==> src/rtl/twmf_pkg.sv <==
// types and constants shared by the trimmed window mean filter
// no dependencies
package twmf_pkg;

   localparam int SAMPLE_W   = 16;
   localparam int RING_DEPTH = 32;
   localparam int RING_AW    = 5;
   localparam int HALF_W     = 4;   // half-width 0..15
   localparam int CNT_W      = 5;   // window count 1..31
   localparam int SEEN_W     = 6;   // saturates at RING_DEPTH
   localparam int WIN_MAX    = 31;
   localparam int SUM_W      = 21;
   localparam int FRAC_W     = 7;
   localparam int DIVD_W     = SUM_W + 8;
   localparam int MEAN_W     = 24;
   localparam int FIFO_DEPTH = 16;
   localparam int FIFO_AW    = 4;
   localparam int CSR_AW     = 2;
   localparam int CSR_DW     = 7;

   localparam logic [CSR_AW-1:0] CSR_WIN_SPAN      = 2'd0;
   localparam logic [CSR_AW-1:0] CSR_TRIM_CUTOFF   = 2'd1;
   localparam logic [CSR_AW-1:0] CSR_TRIM_FRACTION = 2'd2;

   localparam logic [CNT_W-1:0]  WIN_SPAN_RST      = 5'd5;
   localparam logic [CNT_W-1:0]  TRIM_CUTOFF_RST   = 5'd4;
   localparam logic [FRAC_W-1:0] TRIM_FRACTION_RST = 7'd26;

   typedef struct packed {
      logic [RING_AW-1:0] center;
      logic [HALF_W-1:0]  half;
      logic               last;
   } cmd_type;

   typedef struct packed {
      logic                en;
      logic [RING_AW-1:0]  addr;
      logic [SAMPLE_W-1:0] data;
   } ring_wr_type;

endpackage

==> src/rtl/twmf_ram.sv <==
// generic single write port ram with registered read
// no dependencies
module twmf_ram #(
   parameter int WIDTH = 16,
   parameter int DEPTH = 32
) (
   input  logic                     clock,
   input  logic                     wr_en,
   input  logic [$clog2(DEPTH)-1:0] wr_addr,
   input  logic [WIDTH-1:0]         wr_data,
   input  logic                     rd_en,
   input  logic [$clog2(DEPTH)-1:0] rd_addr,
   output logic [WIDTH-1:0]         rd_data
);
   logic [WIDTH-1:0] mem [DEPTH];
   logic [WIDTH-1:0] rd_data_ff;

   always_ff @(posedge clock) begin
      if (wr_en) begin
         mem[wr_addr] <= wr_data;
      end
      if (rd_en) begin
         rd_data_ff <= mem[rd_addr];
      end
   end

   assign rd_data = rd_data_ff;
endmodule

==> src/rtl/twmf_cmd_fifo.sv <==
// queue of window commands between the front and the back
// depends on twmf_pkg
module twmf_cmd_fifo import twmf_pkg::*; (
   input  logic    clock,
   input  logic    reset,
   input  logic    push,
   input  cmd_type push_cmd,
   input  logic    pop,
   output cmd_type head_cmd,
   output logic    empty,
   output logic    full
);
   cmd_type            mem_ff [FIFO_DEPTH];
   logic [FIFO_AW-1:0] wr_ptr_ff, wr_ptr_in;
   logic [FIFO_AW-1:0] rd_ptr_ff, rd_ptr_in;
   logic [FIFO_AW:0]   count_ff, count_in;
   logic               do_push, do_pop;

   assign empty    = (count_ff == '0);
   assign full     = (count_ff == (FIFO_AW+1)'(FIFO_DEPTH));
   assign do_push  = push && !full;
   assign do_pop   = pop && !empty;
   assign head_cmd = mem_ff[rd_ptr_ff];

   always_comb begin
      wr_ptr_in = do_push ? wr_ptr_ff + 1'b1 : wr_ptr_ff;
      rd_ptr_in = do_pop ? rd_ptr_ff + 1'b1 : rd_ptr_ff;
      count_in  = count_ff;
      if (do_push && !do_pop) begin
         count_in = count_ff + 1'b1;
      end else if (do_pop && !do_push) begin
         count_in = count_ff - 1'b1;
      end
   end

   always_ff @(posedge clock) begin
      if (do_push) begin
         mem_ff[wr_ptr_ff] <= push_cmd;
      end
      if (reset) begin
         wr_ptr_ff <= '0;
         rd_ptr_ff <= '0;
         count_ff  <= '0;
      end else begin
         wr_ptr_ff <= wr_ptr_in;
         rd_ptr_ff <= rd_ptr_in;
         count_ff  <= count_in;
      end
   end
endmodule

==> src/rtl/twmf_front.sv <==
// front: accepts samples, writes the ring, queues one command per window
// depends on twmf_pkg
module twmf_front import twmf_pkg::*; (
   input  logic                clock,
   input  logic                reset,
   input  logic                req_valid,
   output logic                req_stall,
   input  logic [SAMPLE_W-1:0] req_sample,
   input  logic                req_last,
   input  logic [CNT_W-1:0]    win_span,
   input  logic                queue_empty,
   input  logic                queue_full,
   input  logic                back_loading,
   output ring_wr_type         ring_wr,
   output logic                push,
   output cmd_type             push_cmd
);
   typedef enum logic [1:0] {
      F_IDLE = 2'b01,
      F_EMIT = 2'b10
   } front_state_type;

   front_state_type     state_ff, state_in;
   logic [RING_AW-1:0]  wp_ff, wp_in;
   logic [SEEN_W-1:0]   seen_ff, seen_in;
   logic [RING_AW-1:0]  addr_ff, addr_in;
   logic [RING_AW-1:0]  newest_ff, newest_in;
   logic [HALF_W-1:0]   w1_ff, w1_in;
   logic [HALF_W-1:0]   j_ff, j_in;
   logic                last_ff, last_in;

   logic                accept;
   logic [CNT_W:0]      wsum;
   logic [CNT_W-1:0]    w;
   logic [HALF_W-1:0]   w1;
   logic [SEEN_W-1:0]   seen_new;
   logic [RING_AW-1:0]  newest;
   logic [RING_AW-1:0]  c;
   logic [HALF_W-1:0]   h;

   always_comb begin
      wsum = {1'b0, win_span} + 1'b1;
      w    = wsum[CNT_W:1];
      if (w == '0) begin
         w = CNT_W'(1);
      end
      w1 = HALF_W'(w - 1'b1);
   end

   assign req_stall = !(state_ff == F_IDLE && queue_empty && !back_loading);
   assign accept    = req_valid && !req_stall;
   assign seen_new  = (seen_ff == SEEN_W'(RING_DEPTH)) ? seen_ff : seen_ff + 1'b1;
   assign newest    = RING_AW'(seen_new - 1'b1);

   assign ring_wr.en   = accept;
   assign ring_wr.addr = wp_ff;
   assign ring_wr.data = req_sample;

   // window of centre c is clamped by both stream ends
   always_comb begin
      c = newest_ff - RING_AW'(j_ff);
      h = w1_ff;
      if (c < RING_AW'(h)) begin
         h = HALF_W'(c);
      end
      if (j_ff < h) begin
         h = j_ff;
      end
   end

   assign push            = (state_ff == F_EMIT);
   assign push_cmd.center = addr_ff - RING_AW'(j_ff);
   assign push_cmd.half   = h;
   assign push_cmd.last   = last_ff && (j_ff == '0);

   always_comb begin
      state_in  = state_ff;
      wp_in     = wp_ff;
      seen_in   = seen_ff;
      addr_in   = addr_ff;
      newest_in = newest_ff;
      w1_in     = w1_ff;
      j_in      = j_ff;
      last_in   = last_ff;
      unique case (state_ff)
         F_IDLE: begin
            if (accept) begin
               wp_in     = req_last ? '0 : wp_ff + 1'b1;
               seen_in   = req_last ? '0 : seen_new;
               addr_in   = wp_ff;
               newest_in = newest;
               w1_in     = w1;
               last_in   = req_last;
               if (req_last) begin
                  j_in     = (newest < RING_AW'(w1)) ? HALF_W'(newest) : w1;
                  state_in = F_EMIT;
               end else if (newest >= RING_AW'(w1)) begin
                  j_in     = w1;
                  state_in = F_EMIT;
               end
            end
         end
         F_EMIT: begin
            if (!queue_full) begin
               if (!last_ff || j_ff == '0) begin
                  state_in = F_IDLE;
               end else begin
                  j_in = j_ff - 1'b1;
               end
            end
         end
         default: state_in = F_IDLE;
      endcase
   end

   always_ff @(posedge clock) begin
      addr_ff   <= addr_in;
      newest_ff <= newest_in;
      w1_ff     <= w1_in;
      j_ff      <= j_in;
      last_ff   <= last_in;
      if (reset) begin
         state_ff <= F_IDLE;
         wp_ff    <= '0;
         seen_ff  <= '0;
      end else begin
         state_ff <= state_in;
         wp_ff    <= wp_in;
         seen_ff  <= seen_in;
      end
   end
endmodule

==> src/rtl/twmf_back.sv <==
// back: loads one window, sorts it, sums the kept part and divides
// depends on twmf_pkg
module twmf_back import twmf_pkg::*; (
   input  logic                clock,
   input  logic                reset,
   input  cmd_type             cmd,
   input  logic                queue_empty,
   output logic                pop,
   input  logic [CNT_W-1:0]    trim_cutoff,
   input  logic [FRAC_W-1:0]   trim_fraction,
   output logic                rd_en,
   output logic [RING_AW-1:0]  rd_addr,
   input  logic [SAMPLE_W-1:0] rd_data,
   output logic                loading,
   output logic                rsp_valid,
   input  logic                rsp_stall,
   output logic [MEAN_W-1:0]   rsp_mean_value,
   output logic [CNT_W-1:0]    rsp_kept_count,
   output logic                rsp_last_result
);
   typedef enum logic [5:0] {
      B_IDLE = 6'b000001,
      B_LOAD = 6'b000010,
      B_SORT = 6'b000100,
      B_SUM  = 6'b001000,
      B_DIV  = 6'b010000,
      B_OUT  = 6'b100000
   } back_state_type;

   back_state_type      state_ff, state_in;
   logic [CNT_W-1:0]    cnt_ff, cnt_in;
   logic [CNT_W-1:0]    n_ff, n_in;
   logic [HALF_W-1:0]   t_ff, t_in;
   logic [CNT_W-1:0]    kept_ff, kept_in;
   logic [RING_AW-1:0]  base_ff, base_in;
   logic                last_ff, last_in;
   logic [SUM_W-1:0]    sum_ff, sum_in;
   logic [DIVD_W-1:0]   quo_ff, quo_in;
   logic [CNT_W-1:0]    rem_ff, rem_in;
   logic [SAMPLE_W-1:0] win_ff [WIN_MAX];
   logic [SAMPLE_W-1:0] win_in [WIN_MAX];
   logic                rsp_valid_ff, rsp_valid_in;
   logic [MEAN_W-1:0]   mean_ff, mean_in;
   logic [CNT_W-1:0]    rkept_ff, rkept_in;
   logic                rlast_ff, rlast_in;

   logic [CNT_W-1:0]    n_cmd;
   logic [11:0]         prod;
   logic [HALF_W-1:0]   t_cmd;
   logic [CNT_W:0]      trial;
   logic                qbit;
   logic                out_free;
   logic                in_kept;

   assign pop     = (state_ff == B_IDLE) && !queue_empty;
   assign loading = (state_ff == B_LOAD);
   assign rd_en   = loading && (cnt_ff < n_ff);
   assign rd_addr = base_ff + cnt_ff;
   assign out_free = !rsp_valid_ff || !rsp_stall;

   always_comb begin
      n_cmd = {cmd.half, 1'b1};
      prod  = 12'(trim_fraction) * 12'(n_cmd);
      t_cmd = (n_cmd > trim_cutoff) ? prod[11:8] : '0;
   end

   assign in_kept = (cnt_ff >= CNT_W'(t_ff)) && ((cnt_ff - CNT_W'(t_ff)) < kept_ff);
   assign trial   = {rem_ff, quo_ff[DIVD_W-1]};
   assign qbit    = (trial >= {1'b0, kept_ff});

   always_comb begin
      state_in     = state_ff;
      cnt_in       = cnt_ff;
      n_in         = n_ff;
      t_in         = t_ff;
      kept_in      = kept_ff;
      base_in      = base_ff;
      last_in      = last_ff;
      sum_in       = sum_ff;
      quo_in       = quo_ff;
      rem_in       = rem_ff;
      win_in       = win_ff;
      rsp_valid_in = rsp_valid_ff && rsp_stall;
      mean_in      = mean_ff;
      rkept_in     = rkept_ff;
      rlast_in     = rlast_ff;
      unique case (state_ff)
         B_IDLE: begin
            if (!queue_empty) begin
               n_in    = n_cmd;
               t_in    = t_cmd;
               kept_in = n_cmd - CNT_W'({t_cmd, 1'b0});
               base_in = cmd.center - RING_AW'(cmd.half);
               last_in = cmd.last;
               cnt_in  = '0;
               sum_in  = '0;
               // unused slots hold the largest value and sort to the top
               for (int i = 0; i < WIN_MAX; i++) begin
                  win_in[i] = '1;
               end
               state_in = B_LOAD;
            end
         end
         B_LOAD: begin
            if (cnt_ff != '0) begin
               for (int i = 0; i < WIN_MAX - 1; i++) begin
                  win_in[i] = win_ff[i+1];
               end
               win_in[WIN_MAX-1] = rd_data;
            end
            if (cnt_ff == n_ff) begin
               cnt_in   = '0;
               state_in = B_SORT;
            end else begin
               cnt_in = cnt_ff + 1'b1;
            end
         end
         B_SORT: begin
            // odd-even transposition, one pass per cycle
            for (int i = 0; i < WIN_MAX - 1; i++) begin
               if ((i % 2) == int'(cnt_ff[0]) && win_ff[i] > win_ff[i+1]) begin
                  win_in[i]   = win_ff[i+1];
                  win_in[i+1] = win_ff[i];
               end
            end
            if (cnt_ff == CNT_W'(WIN_MAX - 1)) begin
               cnt_in   = '0;
               state_in = B_SUM;
            end else begin
               cnt_in = cnt_ff + 1'b1;
            end
         end
         B_SUM: begin
            if (in_kept) begin
               sum_in = sum_ff + SUM_W'(win_ff[0]);
            end
            for (int i = 0; i < WIN_MAX - 1; i++) begin
               win_in[i] = win_ff[i+1];
            end
            if (cnt_ff == n_ff - 1'b1) begin
               quo_in   = {sum_in, 8'd0};
               rem_in   = '0;
               cnt_in   = '0;
               state_in = B_DIV;
            end else begin
               cnt_in = cnt_ff + 1'b1;
            end
         end
         B_DIV: begin
            rem_in = qbit ? CNT_W'(trial - {1'b0, kept_ff}) : CNT_W'(trial);
            quo_in = {quo_ff[DIVD_W-2:0], qbit};
            if (cnt_ff == CNT_W'(DIVD_W - 1)) begin
               state_in = B_OUT;
            end else begin
               cnt_in = cnt_ff + 1'b1;
            end
         end
         B_OUT: begin
            if (out_free) begin
               rsp_valid_in = 1'b1;
               mean_in      = (quo_ff[DIVD_W-1:MEAN_W] != '0) ? '1 : quo_ff[MEAN_W-1:0];
               rkept_in     = kept_ff;
               rlast_in     = last_ff;
               state_in     = B_IDLE;
            end
         end
         default: state_in = B_IDLE;
      endcase
   end

   always_ff @(posedge clock) begin
      cnt_ff   <= cnt_in;
      n_ff     <= n_in;
      t_ff     <= t_in;
      kept_ff  <= kept_in;
      base_ff  <= base_in;
      last_ff  <= last_in;
      sum_ff   <= sum_in;
      quo_ff   <= quo_in;
      rem_ff   <= rem_in;
      win_ff   <= win_in;
      mean_ff  <= mean_in;
      rkept_ff <= rkept_in;
      rlast_ff <= rlast_in;
      if (reset) begin
         state_ff     <= B_IDLE;
         rsp_valid_ff <= 1'b0;
      end else begin
         state_ff     <= state_in;
         rsp_valid_ff <= rsp_valid_in;
      end
   end

   assign rsp_valid       = rsp_valid_ff;
   assign rsp_mean_value  = mean_ff;
   assign rsp_kept_count  = rkept_ff;
   assign rsp_last_result = rlast_ff;
endmodule

==> src/rtl/trimmed_window_mean_filter.sv <==
// channel   dir  handshake            payload
// req       in   req_valid/req_stall  req_sample, req_last
// rsp       out  rsp_valid/rsp_stall  rsp_mean_value, rsp_kept_count, rsp_last_result
// csr       in   csr_valid/csr_ready  csr_index, csr_data
//
// each result for a window of n samples passes through the ring load, 31 sort passes,
// n sum steps and 29 divider steps in the back unit
// a sample is taken only if front idle, command queue empty and ring not being read
// a last sample queues up to 16 commands; the output register frees the back unit early
// reset is synchronous; registers return to 5, 4 and 26
// top level: config registers, sample ring, front, command queue and back
// depends on twmf_pkg, twmf_ram, twmf_cmd_fifo, twmf_front, twmf_back
module trimmed_window_mean_filter import twmf_pkg::*; (
   input  logic                clock,
   input  logic                reset,
   input  logic                req_valid,
   output logic                req_stall,
   input  logic [SAMPLE_W-1:0] req_sample,
   input  logic                req_last,
   output logic                rsp_valid,
   input  logic                rsp_stall,
   output logic [MEAN_W-1:0]   rsp_mean_value,
   output logic [CNT_W-1:0]    rsp_kept_count,
   output logic                rsp_last_result,
   input  logic                csr_valid,
   output logic                csr_ready,
   input  logic [CSR_AW-1:0]   csr_index,
   input  logic [CSR_DW-1:0]   csr_data
);
   logic [CNT_W-1:0]    win_span_ff, trim_cutoff_ff;
   logic [FRAC_W-1:0]   trim_fraction_ff;

   ring_wr_type         ring_wr;
   logic                rd_en;
   logic [RING_AW-1:0]  rd_addr;
   logic [SAMPLE_W-1:0] rd_data;
   logic                push, pop, q_empty, q_full, back_loading;
   cmd_type             push_cmd, head_cmd;

   assign csr_ready = 1'b1;

   always_ff @(posedge clock) begin
      if (reset) begin
         win_span_ff      <= WIN_SPAN_RST;
         trim_cutoff_ff   <= TRIM_CUTOFF_RST;
         trim_fraction_ff <= TRIM_FRACTION_RST;
      end else if (csr_valid && csr_ready) begin
         if (csr_index == CSR_WIN_SPAN) begin
            win_span_ff <= csr_data[CNT_W-1:0];
         end
         if (csr_index == CSR_TRIM_CUTOFF) begin
            trim_cutoff_ff <= csr_data[CNT_W-1:0];
         end
         if (csr_index == CSR_TRIM_FRACTION) begin
            trim_fraction_ff <= csr_data[FRAC_W-1:0];
         end
      end
   end

   twmf_ram #(
      .WIDTH(SAMPLE_W),
      .DEPTH(RING_DEPTH)
   ) u_ring (
      .clock   (clock),
      .wr_en   (ring_wr.en),
      .wr_addr (ring_wr.addr),
      .wr_data (ring_wr.data),
      .rd_en   (rd_en),
      .rd_addr (rd_addr),
      .rd_data (rd_data)
   );

   twmf_front u_front (
      .clock        (clock),
      .reset        (reset),
      .req_valid    (req_valid),
      .req_stall    (req_stall),
      .req_sample   (req_sample),
      .req_last     (req_last),
      .win_span     (win_span_ff),
      .queue_empty  (q_empty),
      .queue_full   (q_full),
      .back_loading (back_loading),
      .ring_wr      (ring_wr),
      .push         (push),
      .push_cmd     (push_cmd)
   );

   twmf_cmd_fifo u_queue (
      .clock    (clock),
      .reset    (reset),
      .push     (push),
      .push_cmd (push_cmd),
      .pop      (pop),
      .head_cmd (head_cmd),
      .empty    (q_empty),
      .full     (q_full)
   );

   twmf_back u_back (
      .clock           (clock),
      .reset           (reset),
      .cmd             (head_cmd),
      .queue_empty     (q_empty),
      .pop             (pop),
      .trim_cutoff     (trim_cutoff_ff),
      .trim_fraction   (trim_fraction_ff),
      .rd_en           (rd_en),
      .rd_addr         (rd_addr),
      .rd_data         (rd_data),
      .loading         (back_loading),
      .rsp_valid       (rsp_valid),
      .rsp_stall       (rsp_stall),
      .rsp_mean_value  (rsp_mean_value),
      .rsp_kept_count  (rsp_kept_count),
      .rsp_last_result (rsp_last_result)
   );
endmodule
==> config.mk <==
export PLATFORM = sky130hd
export DESIGN_NAME = trimmed_window_mean_filter
export DESIGN_NICKNAME = d
export VERILOG_FILES = /design/src/rtl/twmf_pkg.sv /design/src/rtl/twmf_ram.sv /design/src/rtl/twmf_cmd_fifo.sv /design/src/rtl/twmf_front.sv /design/src/rtl/twmf_back.sv /design/src/rtl/trimmed_window_mean_filter.sv
export SDC_FILE = /design/constraint.sdc
export NUM_CORES = 2
export LEC_CHECK = 0
export BUFFER_PORTS_ARGS = -buffer_cell sky130_fd_sc_hd__buf_2
export CORE_ASPECT_RATIO = 1.2
export CORE_UTILIZATION = 60
export CTS_CLUSTER_DIAMETER = 120
export DETAILED_ROUTE_END_ITERATION = 6
export GPL_TIMING_DRIVEN = 0
export PLACE_DENSITY = 0.72
export SYNTH_ARGS = -nofsm -noshare
export SYNTH_HDL_FRONTEND = slang
export SYNTH_SLANG_ARGS = --single-unit
==> constraint.sdc <==
create_clock -name clock -period 7.4 [get_ports clock]
set_clock_uncertainty 0.1 [all_clocks]
set_input_delay 2.22 -clock clock [delete_from_list [all_inputs] [get_ports clock]]
set_output_delay 2.22 -clock clock [all_outputs]
set_load 0.05 [all_outputs]
-- After elaboration in Yosys (flattened, before gate mapping)
Memory sizes are Yosys's and may differ from the RTL's. A register that Yosys moved wholly into a read port is not among the register bits.
Index checks and enable logic that the tools add are counted.
- add/subtract/negate cells: 20
- $mul: 1
- magnitude comparators: 39
- equality and inequality tests: 60
- mux-type cells: 92
- bitwise operators: 2
- reductions and logical operators: 109
- operators by type and width (kind ; number):
    one-hot mux 480 bit (4 select lines) ; 1
    two-way mux 32 bit ; 37
    two-way mux 496 bit ; 2
    greater-than comparator 16 bit ; 30
    AND reduction 4 bit ; 32
    != test 3 x 1 -> 1 bit, second input constant ; 29
    one-hot mux 29 bit (2 select lines) ; 1
    two-way mux 5 bit ; 10
    two-way mux 4 bit ; 12
    two-way mux 6 bit ; 8
    one-hot mux 16 bit (3 select lines) ; 1
    logical AND 1 bit ; 42
    two-way mux 21 bit ; 2
    one-hot mux 21 bit (2 select lines) ; 1
    one-hot mux 6 bit (6 select lines) ; 1
    two-way mux 29 bit ; 1
    one-hot mux 5 bit (5 select lines) ; 1
    adder 21 x 16 -> 21 bit ; 1
    subtractor 5 x 4 -> 5 bit ; 4
    AND reduction 2 bit ; 8
    adder 5 x 1 -> 5 bit, second input constant ; 3
    equality test 5 bit, second input constant ; 3
    nonzero test 5 bit ; 3
    subtractor 5 x 1 -> 5 bit, second input constant ; 3
    42 further kinds ; 87
- flip-flop bits (word level): 674
- memory bits (writable): 672
- output and inout bits: 33
- memories kept: 2
- memories (name ; depth ; bits a word ; rd ports ; clocked after memory_dff ; write ports ; RTL line ; text):
    u_ring.mem ; 32 ; 16 ; 1 ; 1 ; 1 ; twmf_ram.sv:15 ; logic [WIDTH-1:0] mem [DEPTH];
    u_queue.mem_ff ; 16 ; 10 ; 1 ; 1 ; 1 ; twmf_cmd_fifo.sv:13 ; cmd_type mem_ff [FIFO_DEPTH];

-- Logic depth before layout (Yosys ltp)
- depth after elaboration: 40
- mapped depth: 24
- gate-level depth less buffers: 23

-- By module
From an unflattened synthesis, not the netlist that was laid out.
- cell total of the unflattened synthesis: 5670
- area, all modules: 71944.0 µm²
- by module, submodules not included (module ; instances ; cells each ; area each (µm²)):
    twmf_back ; 1 ; 3821 ; 41115.7
    twmf_ram ; 1 ; 1143 ; 20694.8
    twmf_cmd_fifo ; 1 ; 357 ; 6902.9
    twmf_front ; 1 ; 276 ; 2484.9
    trimmed_window_mean_filter ; 1 ; 73 ; 745.7

-- Worst setup path after synthesis
No wires, ideal clock.
- kind: register to register
- start point: register (tool-made name)
- end point: register u_back.kept_ff[4] (data pin)
- setup time: 0.259 ns
- arrival: 5.898 ns
- required time: 7.041 ns
- path slack: 1.143 ns
- stages on the path, launching flop included: 23
- period minus slack after synthesis: 6.257 ns
- path through: dfxtp_1 buf_4 buf_2 mux4_2 mux4_2 inv_1 nor2_1 fa_1 fa_1 inv_1 fa_1 inv_1 ha_1 and4_1 or4_4 a21oi_2 xnor2_1 nand2b_1 ha_1 a21o_1 a21oi_1 xnor2_1 xnor2_1
- RTL lines (element ; RTL line ; text):
    end signal: assignment ; twmf_back.sv:175 ; kept_ff <= kept_in;
    end: declaration ; twmf_back.sv:34 ; logic [CNT_W-1:0] kept_ff, kept_in;

==> results.cfg <==
[status]
status = finished with violations
failed_checks = capacitance limit, slew limit

[finish]
layout.cells.most_common = sky130_fd_sc_hd__edfxtp_1
design_area_um2 = 77360
final_layout_size_suffix_gt1_frac = 0.1103
final_net_count = 5996
final_cell_count_without_fillers = 6989
synthToLayoutAreaGrowth_pct = 9.795
most-common-layout-cells = sky130_fd_sc_hd__edfxtp_1 (1310), sky130_fd_sc_hd__inv_1 (600), sky130_fd_sc_hd__ha_1 (586), sky130_fd_sc_hd__a221o_1 (419), sky130_fd_sc_hd__nor2_1 (239)
diodes = 0

[drt]
wire_per_inst_um = 25.82
vias_per_cell = 6.558
drt_iter0_markers = 4060
ant_nets = 0
drt-total-wl_um = 180500
vias = 45830
detail_route.drc_violations = 0
drtPass1Iterations = 6

[global_routing]
antenna_violations_before_repair = 3
grt_use_total = 0.3079
vias_in_the_first_global_route = 45710
grt_use_met2 = 0.5307
grtUsageMet1 = 0.3840
gr-usage-met3 = 0.04364
grt_pass1_wl_um = 274300
grt_max_degree = 33
globalRoute.busiestLayer = met2
overall_overflow_remaining_after_global_route = 0

[timing]
max_freq_mhz = 140.3
worstMarginPinSlew_ns = 1.512
hold_viol = 0
slew-limit-headroom = -0.008310
setup_repair_after_global_routing_missed_its_margin = no
timing.setup.tns_ns = 0
setup_viol_count_final = 0
slew_violations = 11
min_period_over_period = 0.9632
fin_crit_ns = 7.128

[worst_setup_path]
reg2reg_to = u_back.kept_ff[4]
end_kind = flop
worst_r2r_path_depth = 22
cp.required_ns = 7.82
critical_path_peak_fanout = 10
timing.critical_path.from_type = flop
critical_path_class = flop to flop
worst-r2r-setup-slack_ns = 0.27
critical_path_arrival_ns = 7.55

[power_and_ir_drop]
power.internal_mw = 20.95
leakage_power_of_the_design_nw = 30.27
ir_worst_vdd_v = 0.0003236
net-switching-power_mw = 13.59
power_switching_share = 0.3935
clkPwrFrac = 0.196
combinationalPowerShare = 0.455
share_seq_of_total_power = 0.349
power_density_nw_per_um2 = 446.4

[clocking]
clk_pin_slew_worst_paths_ns = 0.06
hold_bufs_at_cts = 0
cts-buffers-inserted = 137
worst_skew_pair.late_latency_ns = 0.78
cts.root.buffer_cell = sky130_fd_sc_hd__clkbuf_16
cts-root-to-sink-buffers = 3
tritoncts_clock_tree = done
clock_sink_count = 1364
clock_tree.htree_level_count = 4

[synth]
ys_async_sr_fraction = 0
synth_seq_area_share = 0.5736
synth_cells = 5141
synth-edff-count = 1310
synth.area.top_cells = sky130_fd_sc_hd__edfxtp_1 (56%), sky130_fd_sc_hd__ha_1 (10%), sky130_fd_sc_hd__mux4_2 (6.5%), sky130_fd_sc_hd__a221o_1 (6.0%), sky130_fd_sc_hd__inv_1 (3.2%)
number_of_warnings_reported_in_the_yosys_synthesis_log = 0
syn_area_per_cell_um2 = 13.71
synthFlopType = sky130_fd_sc_hd__edfxtp_1
netlist_area_um2 = 70460
synth.ff_latch_count = 1364
synth_top_area_cell = sky130_fd_sc_hd__edfxtp_1
synth_top_cell_area_share = 0.5583
netlist-cell-type-count = 80

[hold_path]
startpoint_of_the_lowest_slack_hold_path = u_front.wp_ff[2]
timing.hold.worst_path_depth = 0
min_to = u_front.addr_ff[2]
worstHoldPathType = flop to flop

[floorplanning]
die_height_um = 377.4
die-width_um = 314.8
start_util = 0.6054
design.portCount = 64
design.die.area_um2 = 118800
core.rowCount = 137
coreArea_um2 = 116400

[placement]
numPortBuffers = 60
dpl.cell_count = 6746
detailed_place_hpwl_um = 130700
placement.cell_area_um2 = 73050
place_congestion = 0.9721

[run]
max_cap_violations = 2
==> what timing repair did <==
action	4_1_cts	5_1_grt
buffers inserted	0	0
setup endpoints to repair	0	1
resized for setup	0	1
==> per-layer routing <==
layer	routed length, µm	share of wire
met5	31	0.00017
met4	8696	0.048
met1	69350	0.38
met3	11130	0.062
met2	91270	0.51
==> Yosys cell counts (all sizes together), types with 11 or more instances <==
library cell,n
a211o,17
or3,33
a21oi,219
a221o,419
o21ai,132
inv,600
or2,23
xor2,33
nand2b,28
a31oi,19
o31ai,27
nand4,96
nand3,57
nor3,50
ha,586
xnor2,38
nor2,273
o211ai,32
a2111oi,15
dfxtp,54
o21a,57
mux2,20
a21o,129
nor2b,41
mux4,208
mux2i,23
a221oi,30
nor4,15
fa,23
clkbuf,188
nand2,148
buf,43
edfxtp,1310
and3,11
and2,25
a211oi,19
==> worst max-delay path by stage <==
| stage | endpoint | slack [ns] | depth (start not counted) |
|---|---|---|---|
| 2_1_floorplan | u_back.kept_ff[4] | 1.14 | 22 |
| 3_3_place_gp | u_back.quo_ff[3] | 0.13 | 4 |
| 3_5_place_dp | u_back.kept_ff[4] | 0.14 | 22 |
| 4_1_cts | u_back.kept_ff[4] | 0.07 | 22 |
| 5_1_grt | u_back.kept_ff[4] | 0.04 | 22 |
| 6_report | u_back.kept_ff[4] | 0.27 | 22 |
==> layout make-up <==
cell class / instances / area (µm²)
Fill cell: 8211 / 39030
Inverter: 600 / 2252
Tap cell: 1529 / 1913
Timing Repair Buffer: 75 / 461.7
Multi-Input combinational cell: 2947 / 27130
Buffer: 231 / 925.9
Sequential cell: 1364 / 40420
Clock inverter: 76 / 711.9
Clock buffer: 167 / 3551
==> sequential cells by signal, indices dropped and copies added (netlist names), 5 cells and up, named ones only <==
name and count:
u_back.rem_ff 5, win_span_ff 5, u_front.addr_ff 5, trim_cutoff_ff 5, u_ring.rd_data 16, u_back.state_ff 6
u_back.rsp_mean_value 24, u_back.win_ff 496, u_back.cnt_ff 5, trim_fraction_ff 7, u_queue.mem_ff 160, u_queue.count_ff 5
u_back.base_ff 5, u_ring.mem 512, u_front.seen_ff 6, u_front.wp_ff 5, u_back.sum_ff 21, u_back.quo_ff 29
u_front.newest_ff 5
==> power groups by stage <==
stage          logic, mW  clock network [mW]  registers [mW]
2_1_floorplan       11.0                   0            11.7
3_3_place_gp        14.9                   0            12.2
3_5_place_dp        15.5                   0            12.2
4_1_cts             15.6                6.81            12.1
5_1_grt             17.1                7.08            12.1
6_report            15.7                6.76            12.1
==> through the flow <==
stage	hold WS, ns	util	total power [mW]	setup WS (ns)
2_1_floorplan	0.3003	-	22.66	1.143
3_3_place_gp	0.3109	0.6244	27.15	0.1307
5_1_grt	0.3436	0.6647	36.30	0.03569
6_report	0.3281	0.6647	34.53	0.2725
4_1_cts	0.3239	0.6643	34.51	0.07008
3_5_place_dp	0.3117	0.6276	27.69	0.1367
==> worst max-delay path, cell delays in order (launching register included) <==
cell	delay, ns
sky130_fd_sc_hd__dfxtp_1	0.32
sky130_fd_sc_hd__clkbuf_1	0.50
sky130_fd_sc_hd__clkbuf_2	0.43
sky130_fd_sc_hd__mux4_2	0.37
sky130_fd_sc_hd__mux4_2	0.70
sky130_fd_sc_hd__inv_1	0.22
sky130_fd_sc_hd__nor2_1	0.07
sky130_fd_sc_hd__fa_1	0.47
sky130_fd_sc_hd__fa_1	0.55
sky130_fd_sc_hd__inv_1	0.05
sky130_fd_sc_hd__fa_1	0.50
sky130_fd_sc_hd__inv_1	0.04
sky130_fd_sc_hd__ha_1	0.35
sky130_fd_sc_hd__and4_1	0.25
sky130_fd_sc_hd__or4_4	0.51
sky130_fd_sc_hd__a21oi_2	0.17
sky130_fd_sc_hd__xnor2_1	0.16
sky130_fd_sc_hd__nand2b_1	0.14
sky130_fd_sc_hd__ha_1	0.29
sky130_fd_sc_hd__a21o_1	0.19
sky130_fd_sc_hd__a21oi_1	0.17
sky130_fd_sc_hd__xnor2_1	0.09
sky130_fd_sc_hd__xnor2_1	0.18
==> cell families after synthesis <==
| kind of cell | count (synthesis) | share of synthesized area |
|---|---|---|
| xor+xnor | 71 | 0.008825 |
| buf+inv | 831 | 0.04509 |
| mux | 251 | 0.07316 |
| flops | 1364 | 0.5736 |
| fa+ha+maj | 609 | 0.1106 |
| other cells | 1 | 0.00005322 |
| compound gates | 1173 | 0.1294 |
| simple gates | 841 | 0.05927 |
Note: power is estimated with default switching activity, not from simulation.
